`config.mk`:
```
export PLATFORM = sky130hd
export DESIGN_NAME = infix_to_postfix_converter_core
export DESIGN_NICKNAME = d
export VERILOG_FILES = /design/src/rtl/ifp_pkg.sv /design/src/rtl/ifp_ram.sv /design/src/rtl/ifp_ctrl.sv /design/src/rtl/infix_to_postfix_converter_core.sv
export SDC_FILE = /design/constraint.sdc
export NUM_CORES = 1
export LEC_CHECK = 0
export BUFFER_PORTS_ARGS = -buffer_cell sky130_fd_sc_hd__buf_2
export CORE_ASPECT_RATIO = 1.1
export CORE_MARGIN = 2
export CORE_UTILIZATION = 30
export DETAILED_ROUTE_END_ITERATION = 12
export GPL_TIMING_DRIVEN = 0
export PLACE_DENSITY = 0.49
export SYNTH_ARGS = -nofsm -noshare
export SYNTH_HDL_FRONTEND = slang
export SYNTH_HIERARCHICAL = 1
export SYNTH_SLANG_ARGS = --single-unit
```
`constraint.sdc`:
```
create_clock -name clk_i -period 7.9 [get_ports clk_i]
set_clock_uncertainty 0.15 [all_clocks]
set_input_delay 1.58 -clock clk_i [delete_from_list [all_inputs] [get_ports clk_i]]
set_output_delay 1.58 -clock clk_i [all_outputs]
set_load 0.01 [all_outputs]
```
`src/rtl/ifp_pkg.sv`:
```
// Shared types, character codes and lookup functions for the infix-to-postfix converter.
`default_nettype none

package ifp_pkg;

  // Operator stack entry codes
  localparam logic [2:0] CODE_LPAREN = 3'd0;
  localparam logic [2:0] CODE_ADD    = 3'd1;
  localparam logic [2:0] CODE_SUB    = 3'd2;
  localparam logic [2:0] CODE_MUL    = 3'd3;
  localparam logic [2:0] CODE_DIV    = 3'd4;
  localparam logic [2:0] CODE_POW    = 3'd5;
  localparam logic [2:0] CODE_NONE   = 3'd7;

  localparam int unsigned CODE_W = 3;

  // ASCII characters
  localparam logic [7:0] CH_PLUS   = 8'h2B;
  localparam logic [7:0] CH_MINUS  = 8'h2D;
  localparam logic [7:0] CH_STAR   = 8'h2A;
  localparam logic [7:0] CH_SLASH  = 8'h2F;
  localparam logic [7:0] CH_CARET  = 8'h5E;
  localparam logic [7:0] CH_LPAREN = 8'h28;
  localparam logic [7:0] CH_RPAREN = 8'h29;
  localparam logic [7:0] CH_ZERO   = 8'h30;
  localparam logic [7:0] CH_NINE   = 8'h39;
  localparam logic [7:0] CH_NUL    = 8'h00;

  typedef enum logic [2:0] {
    S_IDLE,
    S_RD,
    S_EVAL,
    S_PUSH,
    S_FIN
  } state_e;

  typedef enum logic [1:0] {
    K_CHAR,
    K_RPAR,
    K_OP,
    K_END
  } kind_e;

  // One result beat handed from the sequencer to the output register
  typedef struct packed {
    logic       vld;
    logic [7:0] sym;
    logic       last;
    logic       expr_end;
    logic       ovf;
  } emit_t;

  function automatic logic [7:0] code_char(input logic [2:0] code);
    logic [7:0] c;
    case (code)
      CODE_ADD: c = CH_PLUS;
      CODE_SUB: c = CH_MINUS;
      CODE_MUL: c = CH_STAR;
      CODE_DIV: c = CH_SLASH;
      CODE_POW: c = CH_CARET;
      default:  c = CH_LPAREN;
    endcase
    return c;
  endfunction

  function automatic logic [1:0] code_prec(input logic [2:0] code);
    logic [1:0] p;
    case (code)
      CODE_ADD, CODE_SUB: p = 2'd1;
      CODE_MUL, CODE_DIV: p = 2'd2;
      CODE_POW:           p = 2'd3;
      default:            p = 2'd0;
    endcase
    return p;
  endfunction

  function automatic logic [2:0] op_code(input logic [7:0] ch);
    logic [2:0] c;
    case (ch)
      CH_PLUS:  c = CODE_ADD;
      CH_MINUS: c = CODE_SUB;
      CH_STAR:  c = CODE_MUL;
      CH_SLASH: c = CODE_DIV;
      CH_CARET: c = CODE_POW;
      default:  c = CODE_NONE;
    endcase
    return c;
  endfunction

endpackage

`default_nettype wire

```
`src/rtl/ifp_ram.sv`:
```
// Generic single-port-write, registered-read RAM.
`default_nettype none

module ifp_ram #(
  parameter int unsigned WIDTH = 8,
  parameter int unsigned DEPTH = 16
) (
  input  wire                      clk_i,
  input  wire                      we_i,
  input  wire  [$clog2(DEPTH)-1:0] waddr_i,
  input  wire  [WIDTH-1:0]         wdata_i,
  input  wire  [$clog2(DEPTH)-1:0] raddr_i,
  output logic [WIDTH-1:0]         rdata_o
);

  logic [WIDTH-1:0] mem_q [DEPTH];

  always_ff @(posedge clk_i) begin
    if (we_i) begin
      mem_q[waddr_i] <= wdata_i;
    end
    rdata_o <= mem_q[raddr_i];
  end

endmodule

`default_nettype wire

```
`src/rtl/ifp_ctrl.sv`:
```
// Sequencer: decodes input characters and walks the operator stack one entry at a time.
`default_nettype none

module ifp_ctrl #(
  parameter int unsigned STACK_DEPTH = 16
) (
  input  wire                              clk_i,
  input  wire                              rst_ni,
  input  wire                              in_valid_i,
  output logic                             in_ready_o,
  input  wire                              func_i,
  input  wire  [7:0]                       symbol_i,
  input  wire                              out_free_i,
  output ifp_pkg::emit_t                   emit_o,
  output logic                             ram_we_o,
  output logic [$clog2(STACK_DEPTH)-1:0]   ram_waddr_o,
  output logic [ifp_pkg::CODE_W-1:0]       ram_wdata_o,
  output logic [$clog2(STACK_DEPTH)-1:0]   ram_raddr_o,
  input  wire  [ifp_pkg::CODE_W-1:0]       ram_rdata_i
);

  localparam int unsigned AW = $clog2(STACK_DEPTH);
  localparam int unsigned CW = $clog2(STACK_DEPTH + 1);

  ifp_pkg::state_e state_q, state_d;
  ifp_pkg::kind_e  kind_q, kind_d;
  logic [CW-1:0]   cnt_q, cnt_d;
  logic [2:0]      op_q, op_d;
  logic [1:0]      prec_q, prec_d;
  logic            ovf_q, ovf_d;
  logic            pend_vld_q, pend_vld_d;
  logic [7:0]      pend_sym_q, pend_sym_d;

  logic            acc;
  logic            is_digit, is_lpar, is_rpar, is_op;
  logic [2:0]      opc;
  logic            stack_empty, last_pop;
  logic [CW-1:0]   cnt_m1;
  logic            top_lpar, stop_pop, pop_emit, eval_stall, fin_busy;

  // Decode of the incoming character
  assign acc      = in_valid_i && (state_q == ifp_pkg::S_IDLE);
  assign is_digit = (symbol_i >= ifp_pkg::CH_ZERO) && (symbol_i <= ifp_pkg::CH_NINE);
  assign is_lpar  = (symbol_i == ifp_pkg::CH_LPAREN);
  assign is_rpar  = (symbol_i == ifp_pkg::CH_RPAREN);
  assign opc      = ifp_pkg::op_code(symbol_i);
  assign is_op    = (opc != ifp_pkg::CODE_NONE);

  assign stack_empty = (cnt_q == '0);
  assign last_pop    = (cnt_q == CW'(1));
  assign cnt_m1      = cnt_q - CW'(1);

  // Stack top compare against the pending item
  assign top_lpar = (ram_rdata_i == ifp_pkg::CODE_LPAREN);
  always_comb begin
    case (kind_q)
      ifp_pkg::K_RPAR: stop_pop = top_lpar;
      ifp_pkg::K_OP:   stop_pop = top_lpar || (ifp_pkg::code_prec(ram_rdata_i) < prec_q);
      default:         stop_pop = 1'b0;
    endcase
  end
  assign pop_emit   = !stop_pop && !((kind_q == ifp_pkg::K_END) && top_lpar);
  assign eval_stall = pop_emit && pend_vld_q && !out_free_i;
  assign fin_busy   = (pend_vld_q || (kind_q == ifp_pkg::K_END) || ovf_q) && !out_free_i;

  assign in_ready_o  = (state_q == ifp_pkg::S_IDLE);
  assign ram_raddr_o = cnt_m1[AW-1:0];
  assign ram_waddr_o = cnt_q[AW-1:0];
  assign ram_wdata_o = op_q;

  // Next state
  always_comb begin
    state_d = state_q;
    case (state_q)
      ifp_pkg::S_IDLE: begin
        if (acc) begin
          if (func_i) begin
            state_d = stack_empty ? ifp_pkg::S_FIN : ifp_pkg::S_RD;
          end else if (is_digit) begin
            state_d = ifp_pkg::S_FIN;
          end else if (is_lpar) begin
            state_d = ifp_pkg::S_PUSH;
          end else if (is_rpar) begin
            state_d = stack_empty ? ifp_pkg::S_FIN : ifp_pkg::S_RD;
          end else if (is_op) begin
            state_d = stack_empty ? ifp_pkg::S_PUSH : ifp_pkg::S_RD;
          end
        end
      end
      ifp_pkg::S_RD: state_d = ifp_pkg::S_EVAL;
      ifp_pkg::S_EVAL: begin
        if (stop_pop) begin
          state_d = (kind_q == ifp_pkg::K_OP) ? ifp_pkg::S_PUSH : ifp_pkg::S_FIN;
        end else if (!eval_stall) begin
          if (last_pop) begin
            state_d = (kind_q == ifp_pkg::K_OP) ? ifp_pkg::S_PUSH : ifp_pkg::S_FIN;
          end else begin
            state_d = ifp_pkg::S_RD;
          end
        end
      end
      ifp_pkg::S_PUSH: state_d = ifp_pkg::S_FIN;
      ifp_pkg::S_FIN: begin
        if (!fin_busy) begin
          state_d = (pend_vld_q && (kind_q == ifp_pkg::K_END)) ? ifp_pkg::S_FIN
                                                                : ifp_pkg::S_IDLE;
        end
      end
      default: state_d = ifp_pkg::S_IDLE;
    endcase
  end

  // Datapath and outputs
  always_comb begin
    kind_d     = kind_q;
    cnt_d      = cnt_q;
    op_d       = op_q;
    prec_d     = prec_q;
    ovf_d      = ovf_q;
    pend_vld_d = pend_vld_q;
    pend_sym_d = pend_sym_q;
    ram_we_o   = 1'b0;
    emit_o     = '0;
    case (state_q)
      ifp_pkg::S_IDLE: begin
        if (acc) begin
          ovf_d  = 1'b0;
          op_d   = is_lpar ? ifp_pkg::CODE_LPAREN : opc;
          prec_d = ifp_pkg::code_prec(opc);
          if (func_i) begin
            kind_d = ifp_pkg::K_END;
          end else if (is_rpar) begin
            kind_d = ifp_pkg::K_RPAR;
          end else if (is_op) begin
            kind_d = ifp_pkg::K_OP;
          end else begin
            kind_d = ifp_pkg::K_CHAR;
          end
          if (!func_i && is_digit) begin
            pend_vld_d = 1'b1;
            pend_sym_d = symbol_i;
          end
        end
      end
      ifp_pkg::S_EVAL: begin
        if (stop_pop) begin
          // drop the matching '(' on close paren
          if (kind_q == ifp_pkg::K_RPAR) begin
            cnt_d = cnt_m1;
          end
        end else if (!pop_emit) begin
          cnt_d = cnt_m1;
        end else if (!eval_stall) begin
          cnt_d = cnt_m1;
          if (pend_vld_q) begin
            emit_o.vld = 1'b1;
            emit_o.sym = pend_sym_q;
          end
          pend_vld_d = 1'b1;
          pend_sym_d = ifp_pkg::code_char(ram_rdata_i);
        end
      end
      ifp_pkg::S_PUSH: begin
        if (cnt_q < CW'(STACK_DEPTH)) begin
          ram_we_o = 1'b1;
          cnt_d    = cnt_q + CW'(1);
        end else begin
          ovf_d = 1'b1;
        end
      end
      ifp_pkg::S_FIN: begin
        if (out_free_i) begin
          if (pend_vld_q) begin
            emit_o.vld  = 1'b1;
            emit_o.sym  = pend_sym_q;
            emit_o.last = (kind_q != ifp_pkg::K_END);
            emit_o.ovf  = ovf_q && (kind_q != ifp_pkg::K_END);
            pend_vld_d  = 1'b0;
          end else if (kind_q == ifp_pkg::K_END) begin
            emit_o.vld      = 1'b1;
            emit_o.sym      = ifp_pkg::CH_NUL;
            emit_o.last     = 1'b1;
            emit_o.expr_end = 1'b1;
          end else if (ovf_q) begin
            emit_o.vld  = 1'b1;
            emit_o.sym  = ifp_pkg::CH_NUL;
            emit_o.last = 1'b1;
            emit_o.ovf  = 1'b1;
          end
        end
      end
      default: ;
    endcase
  end

  always_ff @(posedge clk_i or negedge rst_ni) begin
    if (!rst_ni) begin
      state_q    <= ifp_pkg::S_IDLE;
      cnt_q      <= '0;
      pend_vld_q <= 1'b0;
      ovf_q      <= 1'b0;
      kind_q     <= ifp_pkg::K_CHAR;
    end else begin
      state_q    <= state_d;
      cnt_q      <= cnt_d;
      pend_vld_q <= pend_vld_d;
      ovf_q      <= ovf_d;
      kind_q     <= kind_d;
    end
  end

  always_ff @(posedge clk_i) begin
    op_q       <= op_d;
    prec_q     <= prec_d;
    pend_sym_q <= pend_sym_d;
  end

`ifndef SYNTHESIS
  a_cnt_bound: assert property (@(posedge clk_i) disable iff (!rst_ni)
    cnt_q <= CW'(STACK_DEPTH))
    else $error("stack count above depth");

  a_push_room: assert property (@(posedge clk_i) disable iff (!rst_ni)
    ram_we_o |=> (cnt_q == $past(cnt_q) + CW'(1)))
    else $error("push did not advance the stack count");

  a_pend_idle: assert property (@(posedge clk_i) disable iff (!rst_ni)
    (state_q == ifp_pkg::S_IDLE) |-> !pend_vld_q)
    else $error("pending result left over at item boundary");
`endif

endmodule

`default_nettype wire

```
`src/rtl/infix_to_postfix_converter_core.sv`:
```
// Top level of the shunting-yard infix-to-postfix converter with stream ports.
// Flow: a digit is held as the pending result and goes to the output register in S_FIN
//   once it is free; an operator, ')' or end beat visits S_RD and S_EVAL per stack entry
//   examined, then S_PUSH (operators) and S_FIN. A new input beat is taken only in S_IDLE,
//   after the previous one is done; the single stack RAM read port visits one entry at a time.
// Reset: rst_ni is asynchronous, active low; it empties the stack and the output register.
`default_nettype none

module infix_to_postfix_converter_core #(
  parameter int unsigned STACK_DEPTH = 16
) (
  input  wire         clk_i,
  input  wire         rst_ni,
  input  wire         s_axis_tvalid,
  output logic        s_axis_tready,
  input  wire  [7:0]  s_axis_tdata,   // [7:0] symbol
  input  wire         s_axis_tuser,   // [0] func (1 = end of expression)
  output logic        m_axis_tvalid,
  input  wire         m_axis_tready,
  output logic [7:0]  m_axis_tdata,   // [7:0] out_symbol
  output logic        m_axis_tlast,   // last_of_run
  output logic [1:0]  m_axis_tuser    // [0] expr_end, [1] overflow
);

  localparam int unsigned AW = $clog2(STACK_DEPTH);

  ifp_pkg::emit_t                 emit;
  logic                           out_free;
  logic                           ram_we;
  logic [AW-1:0]                  ram_waddr;
  logic [AW-1:0]                  ram_raddr;
  logic [ifp_pkg::CODE_W-1:0]     ram_wdata;
  logic [ifp_pkg::CODE_W-1:0]     ram_rdata;

  logic       out_vld_q, out_vld_d;
  logic [7:0] out_sym_q;
  logic       out_last_q, out_end_q, out_ovf_q;

  // Output register can take a new beat when empty or draining this cycle
  assign out_free = !out_vld_q || m_axis_tready;

  // Sequencer: decode, stack walk and result ordering
  ifp_ctrl #(
    .STACK_DEPTH(STACK_DEPTH)
  ) u_ctrl (
    .clk_i      (clk_i),
    .rst_ni     (rst_ni),
    .in_valid_i (s_axis_tvalid),
    .in_ready_o (s_axis_tready),
    .func_i     (s_axis_tuser),
    .symbol_i   (s_axis_tdata),
    .out_free_i (out_free),
    .emit_o     (emit),
    .ram_we_o   (ram_we),
    .ram_waddr_o(ram_waddr),
    .ram_wdata_o(ram_wdata),
    .ram_raddr_o(ram_raddr),
    .ram_rdata_i(ram_rdata)
  );

  // Operator stack storage; entries are read only after being pushed
  ifp_ram #(
    .WIDTH(ifp_pkg::CODE_W),
    .DEPTH(STACK_DEPTH)
  ) u_stack (
    .clk_i  (clk_i),
    .we_i   (ram_we),
    .waddr_i(ram_waddr),
    .wdata_i(ram_wdata),
    .raddr_i(ram_raddr),
    .rdata_o(ram_rdata)
  );

  // Hold the beat until taken; load a new one whenever the sequencer emits
  always_comb begin
    out_vld_d = out_vld_q;
    if (emit.vld) begin
      out_vld_d = 1'b1;
    end else if (m_axis_tready) begin
      out_vld_d = 1'b0;
    end
  end

  always_ff @(posedge clk_i or negedge rst_ni) begin
    if (!rst_ni) begin
      out_vld_q <= 1'b0;
    end else begin
      out_vld_q <= out_vld_d;
    end
  end

  always_ff @(posedge clk_i) begin
    if (emit.vld) begin
      out_sym_q  <= emit.sym;
      out_last_q <= emit.last;
      out_end_q  <= emit.expr_end;
      out_ovf_q  <= emit.ovf;
    end
  end

  assign m_axis_tvalid = out_vld_q;
  assign m_axis_tdata  = out_sym_q;
  assign m_axis_tlast  = out_last_q;
  assign m_axis_tuser  = {out_ovf_q, out_end_q};

`ifndef SYNTHESIS
  a_emit_room: assert property (@(posedge clk_i) disable iff (!rst_ni)
    emit.vld |-> out_free)
    else $error("result emitted while output register is full");

  a_end_last: assert property (@(posedge clk_i) disable iff (!rst_ni)
    (out_vld_q && out_end_q) |-> out_last_q)
    else $error("end marker not flagged as last");

  a_ovf_last: assert property (@(posedge clk_i) disable iff (!rst_ni)
    (out_vld_q && out_ovf_q) |-> (out_last_q && !out_end_q))
    else $error("overflow flag on a non-final beat");
`endif

endmodule

`default_nettype wire
```
# After elaboration in Yosys (flattened, before gate mapping)
# Memories as Yosys holds them, arrays and structs flattened. A register that Yosys moved wholly into a read port is not among the register bits.
# Index checks and enable logic that the tools add are counted.
# W data, S select, Z words.
# classes
n_addsub	2
order_cmp	4
eq_ne	40
n_mux	66
bitwise_logic	2
n_reduce_logical	39
# ops
cell	n
$eq A8 B6 Y1 const B	6
$mux W8	5
$mux W3	13
$mux W9	4
$pmux W7 S5	1
$mux W10	3
$pmux W3 S5	2
$mux W5	5
$mux W1	19
$eq A3 B2 Y1 const B	6
$pmux W9 S2	1
$pmux W8 S2	1
$eq A3 B3 Y1 const B	5
$mux W12	1
$pmux W2 S3	2
$logic_and A1 B1 Y1	10
$mux W2	5
$ne A2 B1 Y1 const B	5
$ne A2 B2 Y1 const B	5
$pmux W5 S2	1
$eq A3 B1 Y1 const B	3
$eq A8 B7 Y1 const B	1
$ge A8 B6 Y1 const B	1
$le A8 B6 Y1 const B	1
other kinds (27)	47
# word_totals
reg_bits	37
mem_bits_rw	48
input_bits	13
output_inout_bits	13
wordCells	167
memories	1
# mem_list
name	words	word_bits	rd	rd_clocked_by_memory_dff	write_ports	line	source
u_stack.mem_q	16	3	1	1	1	ifp_ram.sv:16	logic [WIDTH-1:0] mem_q [DEPTH];

# Logic depth before layout (Yosys ltp)
# depth
depth_word	16
ltp_mapped	11
mapped_depth_nobuf	11

# Cells and area by module
# The synthesis kept the hierarchy.
# modules_own_cells
module	instances	cells_per_inst	area_each_um2	seq_area_each_um2
ifp_ram	1	103	2011.9	1501.4
ifp_ctrl	1	211	1863.0	690.7
infix_to_postfix_converter_core	1	16	392.9	355.3

# Worst setup path before layout
# Ideal clock, no wire load.
# synth_path
path_type	input port to flip-flop
startpoint	in s_axis_tdata[1]
endpoint	reg u_ctrl.pend_sym_q[0], enable pin
setup_ps	383
arrival_time_ps	2882
required_time_ps	7367
setup_slack_ps	4485
path_stages	6
path_buffers	1
path_cell_list	clkbuf_1 o21ai_0 nand4_1 nor2_1 a31oi_1 nor3_1
# synth_via
elab_chain_cells	5
word_cells_on_any_way	6
classes_between	2 x order compare; 1 x eq/ne; 3 x reduce/logical
# synth_rtl
element	line	source
start: declaration	infix_to_postfix_converter_core.sv:16	input wire [7:0] s_axis_tdata,
$ge A8 B6 Y1 or $le A8 B6 Y1 (tied branches)	ifp_ctrl.sv:43	assign is_digit = (symbol_i >= ifp_pkg::CH_ZERO) && (symbol_i <= ifp_pkg::CH_NINE);
$logic_and A1 B1 Y1 (*)	ifp_ctrl.sv:43	
$logic_and A1 B1 Y1 (*)	ifp_ctrl.sv:139	if (!func_i && is_digit) begin
$ne A2 B1 Y1 (no line) (*)	-	
$reduce_and A6 Y1 (no line) (*)	-	
end signal: assignment	ifp_ctrl.sv:215	pend_sym_q <= pend_sym_d;
end: declaration	ifp_ctrl.sv:32	logic [7:0] pend_sym_q, pend_sym_d;
# Every way passes the cells marked *; elsewhere a longest branch is shown, timed or not.
# A chain may end at the register's enable or synchronous reset.

# Worst setup path after layout
# layout_path
startpoint	in s_axis_tdata[2]
endpoint	reg u_ctrl.pend_sym_q[3], enable pin
# The elaborated chain is that of the path after synthesis.

==> impl_metrics.json <==
{
  "synthAdderAreaFrac": 0.0235,
  "track_usage": 0.116,
  "crit_cells": 7,
  "syn-instance-count": 330,
  "dp_cells": 541,
  "area_growth_pct": 14.5,
  "vias_per_cell": 4.87,
  "dr_total_vias": 2714,
  "critical-path-max-stage-delay_ps": 740,
  "io_buffers": 23,
  "avgRoutedWirePerCell_um": 15.0,
  "timing.slew.headroom": 0.359,
  "cts_repair_resize_count": 0,
  "first_pass_iters": 4,
  "maxClockFrequency_ghz": 0.282,
  "die_w_um": 118,
  "rsz0062_at_grt": "no",
  "synth-compound-area-share": 0.0844,
  "num_rows": 45,
  "cts_root_buf": "clkbuf_16",
  "worst_slew_pin_slew_ps": 954,
  "slew_violations": 0,
  "wl_um": 8360,
  "synth_area_um2": 4270,
  "ys_ff_latch": 88,
  "avgSynthCellArea_um2": 12.9,
  "yosysTopAreaCell": "edfxtp_1",
  "period_needed_ps": 3550,
  "outcome": "complete, no violations",
  "synth_xor_area_frac": 0.0144,
  "cp.arrival_ps": 3350,
  "drc": 0,
  "insertedDiodeCount": 0,
  "crit_chain": "buf_2 > clkbuf_1 > o21ai_0 > nand4_1 > nor2_1 > a31oi_1 > nor3_1",
  "tritoncts": "yes",
  "grt_antenna_before_repair": 0,
  "cts_setup_buffers": 0,
  "fin_tns_setup_ps": 0,
  "instances_no_fill": 557,
  "ant_nets": 0,
  "num-nets-final": 385,
  "yosysMostFrequentCell": "edfxtp_1",
  "synthMuxAreaShare": 0.0774,
  "startpoint_type": "primary input",
  "cts.sinks": 88,
  "min_path_type": "flop to flop",
  "worst_hold_path.num_cells": 2,
  "synthTopCellsByArea": "edfxtp_1 (51%), dfrtp_1 (7.6%), mux4_1 (4.9%), nand2_1 (2.4%), nor2_1 (2.4%)",
  "endpoint_kind": "flop",
  "r2r_cells": 9,
  "core_area_um2": 13900,
  "synth_fp_nets": 351,
  "synthSimpleGateAreaFrac": 0.172,
  "synth_edf_count": 72,
  "ys.flop_type": "edfxtp_1",
  "yosysWarnings": 6,
  "cts_hold_buf": 0,
  "htree_levels": 3,
  "ir_drop_v": 0.000149,
  "drive_gt1_frac": 0.163,
  "synth_top_family_by_area": "simple AND/OR/NAND/NOR gates",
  "finalHoldViolCount": 0,
  "grt_pass1_vias": 2637,
  "crit_type": "primary input to flop",
  "clkTransAtPathRegs_ps": 60,
  "initial_core_util": 0.308,
  "die-area_um2": 15200,
  "clock_path_buffers": 2,
  "critPathSlowestCell": "nor3_1",
  "p_leak_nw": 1.72,
  "crit_required_ps": 7700,
  "synth_top_cell_area_share": 0.507,
  "fin_total_pwr_w": 0.00157,
  "period_share": 0.449,
  "gp_congestion": 0.784,
  "yosysSeqAreaShare": 0.597,
  "netlist-cell-type-count": 61,
  "dp_hpwl_um": 6080,
  "maxCapViolCount": 0,
  "crit_fanout": 10,
  "insertion_delay_ps": 330,
  "synth_commonest_cells": "edfxtp_1 (72), nand2_1 (27), nor2_1 (27), nor3_1 (15), dfrtp_1 (13)",
  "cellPowerDensity_nw_per_um2": 321,
  "grt_start_max_net_pins": 17,
  "setup-violations-final": 0,
  "ys_async_sr_fraction": 0.148,
  "drt_iter0_drc": 124,
  "cts_buffers": 9,
  "grt_overflow": 0,
  "die_h_um": 129,
  "grt_pass1_wl_um": 13600,
  "cp_top_family": "simple AND/OR/NAND/NOR gates",
  "crit_buf_inv": 2,
  "ios": 26
}
-- placed cells by master (no fill, tap or decap), types with 3 or more instances in the layout --
cell type	synthesis	final
a21o_1	4	4
a21oi_1	6	6
a22oi_1	3	3
and2_1	11	11
buf_2	1	24
buf_4	6	6
clkbuf_1	8	10
clkbuf_16	0	9
dfrtp_1	13	13
dfxtp_1	3	3
edfxtp_1	72	72
ha_1	8	8
inv_1	11	11
mux2i_1	3	3
mux4_1	8	8
mux4_2	4	4
nand2_1	27	27
nand2b_1	5	5
nand3_1	12	12
nand3b_1	4	4
nor2_1	27	27
nor2b_1	6	6
nor3_1	15	15
nor3b_1	7	7
o211ai_1	3	3
o21ai_0	12	12
o31ai_1	4	4
xnor2_1	5	5
-- through the flow --
stage / cell area, um^2 / util / setup slack [ps] / hold slack [ps]
final: 4880 / 0.353 / 4350 / 361
after global placement: 4620 / 0.333 / 3970 / 352
after CTS: 4880 / 0.353 / 4310 / 369
after global routing: 4880 / 0.353 / 4070 / 387
after detailed placement: 4620 / 0.333 / 3960 / 356
after floorplan: 4270 / - / 4490 / 315
-- where the power goes --
| group | total (W) | leakage (nW) | switching, W | internal [W] |
|---|---|---|---|---|
| clock network | 0.000372 | 0.126 | 0.000160 | 0.000212 |
| registers | 0.000629 | 0.822 | 0.0000573 | 0.000571 |
| logic | 0.000570 | 0.778 | 0.000324 | 0.000246 |
| total | 0.00157 | 1.72 | 0.000541 | 0.00103 |
-- tightest hold or removal path, delay by kind of cell, from the launching register on --
| family | cells | cell delay, ps |
|---|---|---|
| AO/OA/AOI/OAI | 1 | 60 |
| flip-flops | 1 | 370 |
| AND/OR/NAND/NOR | 1 | 50 |
-- flip-flops by register name, indices dropped and copies added (netlist names), 2 cells and up --
signal / cells
m_axis_tdata: 8
u_ctrl/cnt_q: 5
u_ctrl/kind_q: 2
u_ctrl/pend_sym_q: 8
u_ctrl/prec_q: 2
u_ctrl/ram_wdata_o: 3
u_ctrl/state_q: 3
u_stack/mem_q: 48
u_stack/rdata_o: 3
-- final cells by class --
type,instances,area (um^2)
buffer,16,91.3
clock buffer,11,233
clock inverter,5,33.8
fill,1376,8970
inverter,12,45.0
multi-input combinational,214,1580
sequential,88,2550
tap,188,235
timing repair buffer,23,115
-- metal layers --
layer,track usage,vias to the layer above,wire (um)
met4,0.0397,0,105
met3,0.0352,9,251
met2,0.212,47,4400
met5,0,-,0
met1,0.129,1345,3610
li1,-,1313,-
-- kinds of logic (layout without fill, tap and decap cells) --
logic type	count (synthesis)	count (layout)
buf+inv	28	67
fa+ha+maj	8	8
xor+xnor	7	7
mux	15	15
flops	88	88
compound gates	51	51
simple gates	133	133
-- worst paths after layout --
path / slack (ps) / startpoint / end
max reg2reg: 4730 / u_stack/rdata_o[2]$_DFF_P_ / m_axis_tdata[3]$_DFFE_PP_
max: 4350 / s_axis_tdata[2] / u_ctrl/pend_sym_q[3]$_SDFFCE_PP1P_
max in group asynchronous: 6370 / rst_ni / u_ctrl/kind_q[1]$_DFFE_PN0P_
min reg2reg: 360 / u_ctrl/ovf_q$_DFFE_PN0P_ / u_ctrl/ovf_q$_DFFE_PN0P_
min: 360 / u_ctrl/ovf_q$_DFFE_PN0P_ / u_ctrl/ovf_q$_DFFE_PN0P_
min in group asynchronous: 980 / rst_ni / m_axis_tvalid$_DFFE_PN0P_
No activity file was read; power rests on OpenSTA's default activity.
